`src/hdl/cc20_pkg.sv`:
```
// Shared constants, types and quarter-round helpers for the ChaCha20 stream cipher.
package cc20_pkg;

  localparam int unsigned WORD_W   = 32;
  localparam int unsigned NUM_WORDS = 16;
  localparam int unsigned BLK_BYTES = 64;
  localparam int unsigned BLK_W    = WORD_W * NUM_WORDS;
  localparam int unsigned NUM_ROUNDS = 20;
  localparam int unsigned RND_W    = $clog2(NUM_ROUNDS);
  localparam int unsigned POS_W    = $clog2(BLK_BYTES);

  localparam int unsigned CFG_W     = 64;
  localparam int unsigned CFG_IDX_W = 3;

  // Register indexes of the configuration port
  localparam logic [CFG_IDX_W-1:0] REG_KEY0   = 3'd0;
  localparam logic [CFG_IDX_W-1:0] REG_KEY1   = 3'd1;
  localparam logic [CFG_IDX_W-1:0] REG_KEY2   = 3'd2;
  localparam logic [CFG_IDX_W-1:0] REG_KEY3   = 3'd3;
  localparam logic [CFG_IDX_W-1:0] REG_NONCE0 = 3'd4;
  localparam logic [CFG_IDX_W-1:0] REG_NONCE1 = 3'd5;
  localparam logic [CFG_IDX_W-1:0] REG_CTR    = 3'd6;

  // "expand 32-byte k"
  localparam logic [WORD_W-1:0] SIGMA0 = 32'h6170_7865;
  localparam logic [WORD_W-1:0] SIGMA1 = 32'h3320_646e;
  localparam logic [WORD_W-1:0] SIGMA2 = 32'h7962_2d32;
  localparam logic [WORD_W-1:0] SIGMA3 = 32'h6b20_6574;

  typedef logic [WORD_W-1:0] word_t;

  typedef struct packed {
    logic       load;     // copy initial state into the working words
    logic       round;    // apply one quarter-round step on all four lanes
    logic       diag;     // diagonal round when set, column round otherwise
    logic [1:0] step;     // which of the four quarter-round steps
    logic       finish;   // add initial state, move result to keystream
    logic       consume;  // take one keystream byte into the output register
  } ctrl_cmd_t;

  typedef struct packed {
    word_t a;
    word_t b;
    word_t c;
    word_t d;
  } qr_words_t;

  function automatic word_t rol32(input word_t x, input int unsigned n);
    rol32 = (x << n) | (x >> (WORD_W - n));
  endfunction

  // One add / xor / rotate step of the quarter round
  function automatic qr_words_t qr_step(input qr_words_t q, input logic [1:0] step);
    qr_words_t r;
    r = q;
    unique case (step)
      2'd0: begin
        r.a = q.a + q.b;
        r.d = rol32(q.d ^ r.a, 16);
      end
      2'd1: begin
        r.c = q.c + q.d;
        r.b = rol32(q.b ^ r.c, 12);
      end
      2'd2: begin
        r.a = q.a + q.b;
        r.d = rol32(q.d ^ r.a, 8);
      end
      default: begin
        r.c = q.c + q.d;
        r.b = rol32(q.b ^ r.c, 7);
      end
    endcase
    return r;
  endfunction

endpackage

```
`src/hdl/cc20_ctrl.sv`:
```
// Controller: block generation sequencing, keystream position and output handshake.
module cc20_ctrl
  import cc20_pkg::*;
(
  input  logic      clk,
  input  logic      rst,
  input  logic      cfg_reload,
  input  logic      in_valid,
  output logic      in_ready,
  output logic      out_valid,
  input  logic      out_ready,
  output ctrl_cmd_t cmd
);

  localparam logic [1:0] S_EMPTY = 2'd0;
  localparam logic [1:0] S_ROUND = 2'd1;
  localparam logic [1:0] S_FINAL = 2'd2;
  localparam logic [1:0] S_FULL  = 2'd3;

  logic [1:0]       state, state_next;
  logic [RND_W-1:0] rnd, rnd_next;
  logic [1:0]       step, step_next;
  logic [POS_W-1:0] pos, pos_next;
  logic             out_free;
  logic             xfer_in;

  assign out_free = !out_valid || out_ready;
  assign in_ready = (state == S_FULL) && out_free && !cfg_reload;
  assign xfer_in  = in_valid && in_ready;

  always_comb begin
    state_next  = state;
    rnd_next    = rnd;
    step_next   = step;
    pos_next    = pos;
    cmd         = '0;
    cmd.diag    = rnd[0];
    cmd.step    = step;
    unique case (state)
      S_EMPTY: begin
        // start a block only when a byte is waiting for it
        if (in_valid) begin
          cmd.load   = 1'b1;
          rnd_next   = '0;
          step_next  = '0;
          state_next = S_ROUND;
        end
      end
      S_ROUND: begin
        cmd.round = 1'b1;
        step_next = step + 2'd1;
        if (step == 2'd3) begin
          rnd_next = rnd + RND_W'(1);
          if (rnd == RND_W'(NUM_ROUNDS - 1)) begin
            state_next = S_FINAL;
          end
        end
      end
      S_FINAL: begin
        cmd.finish = 1'b1;
        pos_next   = '0;
        state_next = S_FULL;
      end
      default: begin
        if (xfer_in) begin
          cmd.consume = 1'b1;
          pos_next    = pos + POS_W'(1);
          if (pos == POS_W'(BLK_BYTES - 1)) begin
            state_next = S_EMPTY;
          end
        end
      end
    endcase
    // a register write drops whatever keystream is left
    if (cfg_reload) begin
      state_next = S_EMPTY;
      cmd.load   = 1'b0;
      cmd.round  = 1'b0;
      cmd.finish = 1'b0;
    end
  end

  always_ff @(posedge clk) begin
    if (rst) begin
      state     <= S_EMPTY;
      rnd       <= '0;
      step      <= '0;
      pos       <= '0;
      out_valid <= 1'b0;
    end else begin
      state <= state_next;
      rnd   <= rnd_next;
      step  <= step_next;
      pos   <= pos_next;
      if (xfer_in) begin
        out_valid <= 1'b1;
      end else if (out_ready) begin
        out_valid <= 1'b0;
      end
    end
  end

endmodule

```
`config.mk`:
```
export PLATFORM = sky130hd
export DESIGN_NAME = cc20_ctrl
export DESIGN_NICKNAME = d
export VERILOG_FILES = /design/src/hdl/cc20_pkg.sv /design/src/hdl/cc20_ctrl.sv
export SDC_FILE = /design/constraint.sdc
export NUM_CORES = 1
export LEC_CHECK = 0
export ABC_AREA = 1
export BUFFER_PORTS_ARGS = -buffer_cell sky130_fd_sc_hd__buf_2
export CAP_MARGIN = 20
export CORE_ASPECT_RATIO = 0.8
export CORE_UTILIZATION = 35
export DETAILED_ROUTE_END_ITERATION = 10
export GPL_ROUTABILITY_DRIVEN = 1
export PLACE_DENSITY = 0.52
export SYNTH_ARGS = -nofsm -noshare
export SYNTH_HDL_FRONTEND = slang
export SYNTH_SLANG_ARGS = --single-unit
```
`constraint.sdc`:
```
create_clock -name clk -period 1.66 [get_ports clk]
set_clock_uncertainty 0.15 [all_clocks]
set_input_delay 0.332 -clock clk [delete_from_list [all_inputs] [get_ports clk]]
set_output_delay 0.332 -clock clk [all_outputs]
set_load 0.02 [all_outputs]
```
==> results of run 1 <==
[worst max-delay path by stage]
stage	startpoint	to	slack, ps	cells after the start
2_1_floorplan	state[0]$_SDFFE_PP0P_	cmd[6]	60	4
4_1_cts	state[1]$_SDFFE_PP0P_	cmd[0]	-10	6
3_3_place_gp	state[0]$_SDFFE_PP0P_	pos[5]$_SDFFE_PP0P_	-40	8
6_report	state[1]$_SDFFE_PP0P_	cmd[0]	0.1	6
5_1_grt	state[1]$_SDFFE_PP0P_	pos[4]$_SDFFE_PP0P_	-70	9
3_5_place_dp	state[0]$_SDFFE_PP0P_	pos[5]$_SDFFE_PP0P_	-10	8
[cell usage after synthesis]
library cell,count
nand2_1,24
nor2_1,22
inv_1,17
dfxtp_1,16
a21oi_1,12
nand3_1,10
ha_1,7
nand2_2,5
o21ai_0,4
xor2_1,3
inv_2,2
nand4_1,2
nor2_2,2
nor2_8,2
a21oi_2,1
a21oi_4,1
a311oi_1,1
buf_4,1
buf_6,1
clkbuf_1,1
clkinv_2,1
inv_4,1
nand2_4,1
nand3_4,1
o21ai_4,1
o21bai_2,1
o21bai_4,1
o31ai_1,1
[worst reg2reg max path: stages, from the launching register on]
cell	delay [ps]
dfxtp_4	410
inv_4	60
ha_4	160
buf_4	150
nor2_8	150
nand2_2	80
o21bai_4	200
a21oi_1	130
nor2_1	60
[metal layers]
| layer | up-vias | GRT usage, % |
|---|---|---|
| met1 | 438 | 21.6 |
| met4 | 0 | 3.41 |
| li1 | 504 | - |
| met2 | 19 | 26.1 |
| met3 | 2 | 4.02 |
| met5 | - | 0 |
[layout make-up]
type / count / area [um^2]
Clock buffer: 4 / 55.1
Inverter: 21 / 90.1
Sequential cell: 16 / 328
Fill cell: 309 / 1360
Timing Repair Buffer: 25 / 203
Tap cell: 38 / 47.5
Multi-Input combinational cell: 102 / 728
[through the flow]
step                std cells  hold slack (ps)
finish                    206              257
global route              206              275
CTS                       205              259
detailed placement        196              325
global placement          196              314
floorplan                 142              300
[logic make-up (layout without fill, tap and decap cells)]
group                      Yosys count  in the layout
adders and majority gates            7              7
xor gates and xnor gates             3              3
DFF                                 16             16
and+or+nand+nor                     69             69
AOI/OAI and AO/OA                   23             23
buffers and inverters               24             50
[timing repair]
action                                  CTS  global route
buffers inserted                          5             1
hold buffers                              0             0
pin swaps                                 4            10
resized for setup                        24            20
endpoints found under the setup margin   10            16
[registers in the layout, indices dropped and copies added, names as in the netlist]
register   cells
state          2
rnd            5
step           2
out_valid      1
pos            6
[where the power goes]
| group | switching [mW] | total [mW] | internal (mW) |
|---|---|---|---|
| logic | 0.229 | 0.415 | 0.186 |
| clock network | 0.138 | 0.348 | 0.210 |
| registers | 0.0208 | 0.418 | 0.397 |
| total | 0.387 | 1.18 | 0.794 |
==> results.cfg, run 1 <==
[final_layout]
drive_gt1_share_pct = 40.5
final_common_cell = nand2_1
final_area_mm2 = 0.00145
syn_to_final_growth_pct = 37.6
antenna_cells = 0
final_core_util_pct = 51.7
final_cell_mix = 23 x nand2_1, 19 x nor2_1, 14 x dfxtp_1
nNetsFinal = 181

[global_routing]
grt_max_degree = 12
overflow = 0
grt_pass1_vias = 881
grt_pass1_wl_mm = 4.02
antenna_found_initial = 0
grt_util_all_layers_pct = 16.1

[critical_path]
slowest_stage = dfxtp_4
r2r_end = state[0]$_SDFFE_PP0P_
crit_path_frequent_cell = inv_2
cp-start-kind = register
r2r-start = state[1]$_SDFFE_PP0P_
crit_chain = ha_4 > inv_2 > nor2_4 > nand3_4 > inv_2 > buf_6
required_ps = 1180
worst-path-max-fanout = 4
slowest_delay_ps = 410
crit_type = reg2out
cp.arrival_ps = 1180
rrSetupSlack_ps = 10
cp.buffers_inverters = 3
reg2regPathDepth = 8
critical-path-top-delay-family = flip-flops
cp-end-kind = output pin

[logic_synthesis]
avgSynthCellArea_um2 = 7.43
synthCells = 142
synthTopCellsByArea = dfxtp_1 30%, nand2_1 8.5%, ha_1 8.3%
synth_top_family_by_area = simple AND/OR/NAND/NOR gates
synth_compound_area_share_pct = 15.9
synth_top_area_share_pct = 30.4
synthAdderAreaFrac_pct = 8.30
synth.net_count = 154
synth_top_area_cell = dfxtp_1
synth-simple-area-share_pct = 33.0
synth_cell_types = 28
ys_warn_count = 0
ys_seq_elements = 16
muxShareOfSynthArea_pct = 0
syn_area_mm2 = 0.00105
yosys.area_share.xor_xnor_pct = 2.49
yosysSeqAreaShare_pct = 30.4

[timing]
slew_viol_final = 0
final.setup.worst_slack_ps = 0.115
tns_ps = 0
maxSlewHeadroom_pct = 81.6
finalSetupViolations = 0
final_hold_viol_count = 0
min_period_ps = 1660
rsz0062_at_grt = yes
max_freq_mhz = 602
tightest_slew_ps = 273
finalCritPeriodShare_pct = 100

[route]
wl_per_cell_um = 11.8
wl_met2_mm = 1.08
highest_layer = met4
wirelength_mm = 2.42
vias_per_cell = 4.67
drt-initial-drc-count = 25
route.detailed.drc = 0
vias = 963
wl_met1_mm = 1.23
firstDrtPassIters = 4
wl_met3_um = 90
drtAntennaViolNets = 0

[floorplan]
row_count = 17
start_util_pct = 37.6
ioPinCount = 14
die_w_um = 63.4
die_area_mm2 = 0.00324
core_area_mm2 = 0.00281
die-height_um = 51.1

[hold_path]
min_to = pos[3]$_SDFFE_PP0P_
hold_path_class = in2reg
hold_path_startpoint = rst
whs_path_depth = 2

[clock_tree]
cts_tree = built
numCtsBuffers = 3
cts_root_buf = clkbuf_8
clock_latency_ps = 250
clkTransAtPathRegs_ps = 70
ctsLongestPathBuffers = 2
h-tree-depth = 1
cts.sinks = 16

[flow_run]
cap_viol_max_count = 0

[pwr]
power_mw = 1.18
ir_drop_v = 0.000429
leakagePower_nw = 0.581
p_per_area_mw_per_mm2 = 814

[placed_design]
place.port_buffers = 13
dpl.hpwl_mm = 1.74
dp_slack_ps = -14.7
postPlaceCellArea_mm2 = 0.00120
gp_congestion = 0.789

[status]
outcome = finished, final reports clean
No activity file was read; power rests on OpenSTA's default activity.
==> inputs of run 2 (changes only) <==
--- a/config.mk
+++ b/config.mk
@@ -8,7 +8,6 @@
 export ABC_AREA = 1
 export BUFFER_PORTS_ARGS = -buffer_cell sky130_fd_sc_hd__buf_2
 export CAP_MARGIN = 20
-export CORE_ASPECT_RATIO = 0.8
 export CORE_UTILIZATION = 35
 export DETAILED_ROUTE_END_ITERATION = 10
 export GPL_ROUTABILITY_DRIVEN = 1
==> run 2 against run 1 <==
The flow now finishes with violations (negative setup slack). Critical path depth decreased by 1. Fmax decreased by 4.4%. Non-clock buffer count increased by 3. Sequential share of layout area increased by 0.85 points. Wire length decreased by 2.7%. Critical endpoint is now cmd[6]. Largest cell class unchanged. Highest routed layer unchanged.
==> results.cfg, run 2 (synthesis gave the netlist of run 1 again) <==
[final_layout]
final_cell_mix = 22 x nand2_1, 21 x nor2_1, 17 x buf_4
reg_top3 = pos (6), rnd (5)
syn_to_final_growth_pct = 33.1
nFillCells = 283
nNetsFinal = 184
drive_gt1_share_pct = 40.9
top_register = pos
antenna_cells = 0
final_area_mm2 = 0.00140
largest_reg_flops = 6
final_common_cell = nand2_1

[pwr]
sw_frac_of_total_pct = 34.6
internal_power_uw = 711
ir_drop_v = 0.000415
pwr-share-clk_pct = 25.2
leakagePower_nw = 0.583
power_mw = 1.09
pwr-share-seq_pct = 38.3
p_sw_uw = 376
pwr-share-comb_pct = 36.5
p_per_area_mw_per_mm2 = 774

[placed_design]
dpl.hpwl_mm = 1.67
dp_slack_ps = -37.1
place.port_buffers = 13
gp_congestion = 0.778
postPlaceCellArea_mm2 = 0.00120

[floorplan]
die-height_um = 56.9
core_area_mm2 = 0.00281
die_area_mm2 = 0.00324
die_w_um = 56.9
row_count = 19
ioPinCount = 14
start_util_pct = 37.6

[route]
route.detailed.drc = 0
drtAntennaViolNets = 0
wirelength_mm = 2.36
vias = 991
vias_per_cell = 4.91
wl_per_cell_um = 11.7
drt-initial-drc-count = 32
firstDrtPassIters = 4

[timing]
holdWs_ps = 211
finalCritPeriodShare_pct = 105
max_freq_mhz = 576
final_hold_viol_count = 0
final.setup.worst_slack_ps = -76.8
slew_viol_final = 0
rsz0062_at_grt = yes
min_period_ps = 1740
tightest_slew_ps = 305
maxSlewHeadroom_pct = 79.7
finalSetupViolations = 8

[global_routing]
grt_max_degree = 12
grt_pass1_vias = 991
grt_pass1_wl_mm = 4.07
antenna_found_initial = 0
overflow = 0
grt_util_all_layers_pct = 16.3

[clock_tree]
h-tree-depth = 1
numCtsBuffers = 3
cts_tree = built
cts_root_buf = clkbuf_4
ctsLongestPathBuffers = 2
clkTransAtPathRegs_ps = 110
cts.sinks = 16
clock_latency_ps = 300

[critical_path]
cp-end-kind = output pin
worst-path-max-fanout = 4
required_ps = 1180
cp.arrival_ps = 1250
crit_type = reg2out
cp-start-kind = register
reg2regPathDepth = 9

[hold_path]
whs_path_depth = 2
hold_path_class = in2reg

[status]
violations = negative setup slack
outcome = finished with violations

[flow_run]
cap_viol_max_count = 0
## run 2: changes by cell type in the layout (fill, tap and decap cells not counted), sizes merged
| cell | previous run | this run |
|---|---|---|
| buf | 25 | 28 |
## run 2: worst paths after layout
kind,slack (ps),from,endpoint
max,-80,state[0]$_SDFFE_PP0P_,cmd[6]
min,210,rst,out_valid$_SDFFE_PP0P_
max reg2reg,-30,state[0]$_SDFFE_PP0P_,pos[1]$_SDFFE_PP0P_
min reg2reg,340,step[1]$_SDFFE_PP0P_,step[1]$_SDFFE_PP0P_
## run 2: what timing repair did
item	CTS	global route
endpoints found under the setup margin	13	13
pin swaps	5	9
setup buffers	5	3
resized for setup	25	10
hold buffers	0	0
## run 2: stage by stage
stage / util (%) / TNS (ps) / cells
2_1_floorplan: - / 0 / 142
3_3_place_gp: 42.8 / -26.2 / 190
3_5_place_dp: 42.8 / -107 / 190
4_1_cts: 48.1 / -318 / 199
5_1_grt: 50.0 / -1080 / 202
6_report: 50.0 / -276 / 202
## run 2: area by class of cell
class	count	area, um^2	share of cell area (%)
clock buffers	4	36.3	2.58
inverters	21	87.6	6.24
repair buffers	28	210	15.0
well taps	31	38.8	2.76
flip-flops and latches	16	329	23.4
multi-input cells	102	702	50.0
## run 2: worst max-delay path: stages, from the launching register on
cell and delay [ps]:
dfxtp_4 400, inv_4 70, ha_4 140, nand2_2 60, nor2_1 130, buf_4 160
## run 2: power by group through the flow
stage	combinational (mW)	clock [mW]	sequential [mW]
after global routing	0.434	0.305	0.419
after detailed placement	0.328	0	0.416
after global placement	0.325	0	0.415
after floorplan	0.233	0	0.417
final	0.397	0.274	0.416
after CTS	0.365	0.293	0.416
## run 2: layer usage
| layer | share of wire, % | vias to the layer above | GRT usage, % |
|---|---|---|---|
| li1 | - | 511 | - |
| met1 | 44 | 459 | 19.3 |
| met2 | 51 | 16 | 27.1 |
| met3 | 3.4 | 5 | 2.30 |
| met4 | 1.7 | 0 | 10.8 |
| met5 | 0 | - | 0 |
==> inputs of run 3 (changes only) <==
--- a/config.mk
+++ b/config.mk
@@ -11,6 +11,7 @@
 export CORE_UTILIZATION = 35
 export DETAILED_ROUTE_END_ITERATION = 10
 export GPL_ROUTABILITY_DRIVEN = 1
+export GPL_TIMING_DRIVEN = 0
 export PLACE_DENSITY = 0.52
 export SYNTH_ARGS = -nofsm -noshare
 export SYNTH_HDL_FRONTEND = slang
==> run 3 against run 2 <==
Sequential share of layout area decreased by 0.49 points. Largest cell class unchanged. Critical path depth unchanged. The run still ends with negative setup slack left. Non-clock buffer count increased by 1. Design area increased by 2.1%. Power increased by 2.3%.
==> results.cfg, run 3 (synthesis gave the netlist of run 1 again) <==
[status]
outcome = finished with violations
violations = negative setup slack

[floorplan]
core_area_mm2 = 0.00281
die_area_mm2 = 0.00324
ioPinCount = 14
start_util_pct = 37.6
die_w_um = 56.9
die-height_um = 56.9
row_count = 19

[route]
wl_per_cell_um = 12.0
vias = 977
vias_per_cell = 4.81
drt-initial-drc-count = 19
drtAntennaViolNets = 0
firstDrtPassIters = 4
wirelength_mm = 2.44
route.detailed.drc = 0

[placed_design]
place.port_buffers = 13
postPlaceCellArea_mm2 = 0.00116
dpl.hpwl_mm = 1.64
gp_congestion = 0.778
dp_slack_ps = -93.1

[final_layout]
final_cell_mix = 23 x nand2_1, 20 x nor2_1, 15 x buf_4
largest_reg_flops = 6
top_register = pos
antenna_cells = 0
final_common_cell = nand2_1
reg_top3 = pos (6), rnd (5)
drive_gt1_share_pct = 40.7
syn_to_final_growth_pct = 35.9
nNetsFinal = 185
final_area_mm2 = 0.00143

[pwr]
pwr-share-clk_pct = 24.1
pwr-share-seq_pct = 37.5
p_sw_uw = 387
leakagePower_nw = 0.587
ir_drop_v = 0.000439
p_per_area_mw_per_mm2 = 775
sw_frac_of_total_pct = 34.9
pwr-share-comb_pct = 38.4
internal_power_uw = 724
power_mw = 1.11

[timing]
finalSetupViolations = 8
max_freq_mhz = 576
tns_ps = -229
final_hold_viol_count = 0
tightest_slew_ps = 497
rsz0062_at_grt = yes
min_period_ps = 1740
maxSlewHeadroom_pct = 66.9
final.setup.worst_slack_ps = -75.4
slew_viol_final = 0
finalCritPeriodShare_pct = 105

[flow_run]
cap_viol_max_count = 0

[clock_tree]
clock_latency_ps = 300
cts.sinks = 16
ctsLongestPathBuffers = 2
h-tree-depth = 1
cts_root_buf = clkbuf_4
numCtsBuffers = 3
clkTransAtPathRegs_ps = 100
cts_tree = built

[critical_path]
worst-path-max-fanout = 4
crit_type = reg2out
cp.arrival_ps = 1250
cp-start-kind = register
cp-end-kind = output pin
required_ps = 1180

[global_routing]
grt_pass1_wl_mm = 3.96
grt_util_all_layers_pct = 16.4
antenna_found_initial = 0
overflow = 0
grt_max_degree = 11
grt_pass1_vias = 906

[hold_path]
hold_path_class = in2reg
run 3: routing by layer:
metal / wire length, um / vias to the layer above / share of wire (%) / GRT usage [%]
met5: 0 / - / 0 / 0
li1: - / 516 / - / -
met2: 1310 / 10 / 54 / 28.4
met1: 1040 / 446 / 43 / 19.6
met3: 44 / 5 / 1.8 / 2.07
met4: 49 / 0 / 2.0 / 8.36
run 3: power groups by stage:
| stage | clock network [mW] | registers (mW) | logic [mW] |
|---|---|---|---|
| after detailed placement | 0 | 0.416 | 0.292 |
| after global placement | 0 | 0.416 | 0.292 |
| after floorplan | 0 | 0.417 | 0.233 |
| after CTS | 0.278 | 0.415 | 0.367 |
| final | 0.268 | 0.417 | 0.426 |
| after global routing | 0.289 | 0.420 | 0.461 |
run 3: layout make-up:
| class | count | area [um^2] |
|---|---|---|
| plain buffers | 2 | 11.3 |
| clock buffers | 4 | 36.3 |
| fillers | 287 | 1370 |
| inverters | 21 | 97.6 |
| multi-input cells | 102 | 711 |
| flip-flops and latches | 16 | 329 |
| well taps | 31 | 38.8 |
| repair buffers | 27 | 210 |
run 3: through the flow:
stage | std cells | hold WS [ps] | utilization [%]
3_3_place_gp | 186 | 318 | 41.3
5_1_grt | 203 | 162 | 51.1
2_1_floorplan | 142 | 300 | -
4_1_cts | 200 | 161 | 48.3
3_5_place_dp | 186 | 319 | 41.3
6_report | 203 | 142 | 51.1
run 3: final timing paths:
check | from | end | slack [ps] | depth (start not counted)
max reg2reg | state[0]$_SDFFE_PP0P_ | pos[2]$_SDFFE_PP0P_ | -10 | 8
min | rst | pos[4]$_SDFFE_PP0P_ | 140 | 4
max | state[0]$_SDFFE_PP0P_ | cmd[6] | -80 | 5
min reg2reg | step[1]$_SDFFE_PP0P_ | step[1]$_SDFFE_PP0P_ | 340 | 2
run 3: repair_timing:
action                                  CTS  global route
pin swaps                                 3             8
gates resized for setup                  27            14
buffers inserted                         10             4
hold buffers                              0             0
endpoints found under the setup margin   15            14
run 3: critical path, cell delays in order, from the launching register on:
cell     delay (ps)
dfxtp_4         390
inv_4            80
ha_4            130
nand2_2          60
nor2_2          140
buf_6           140
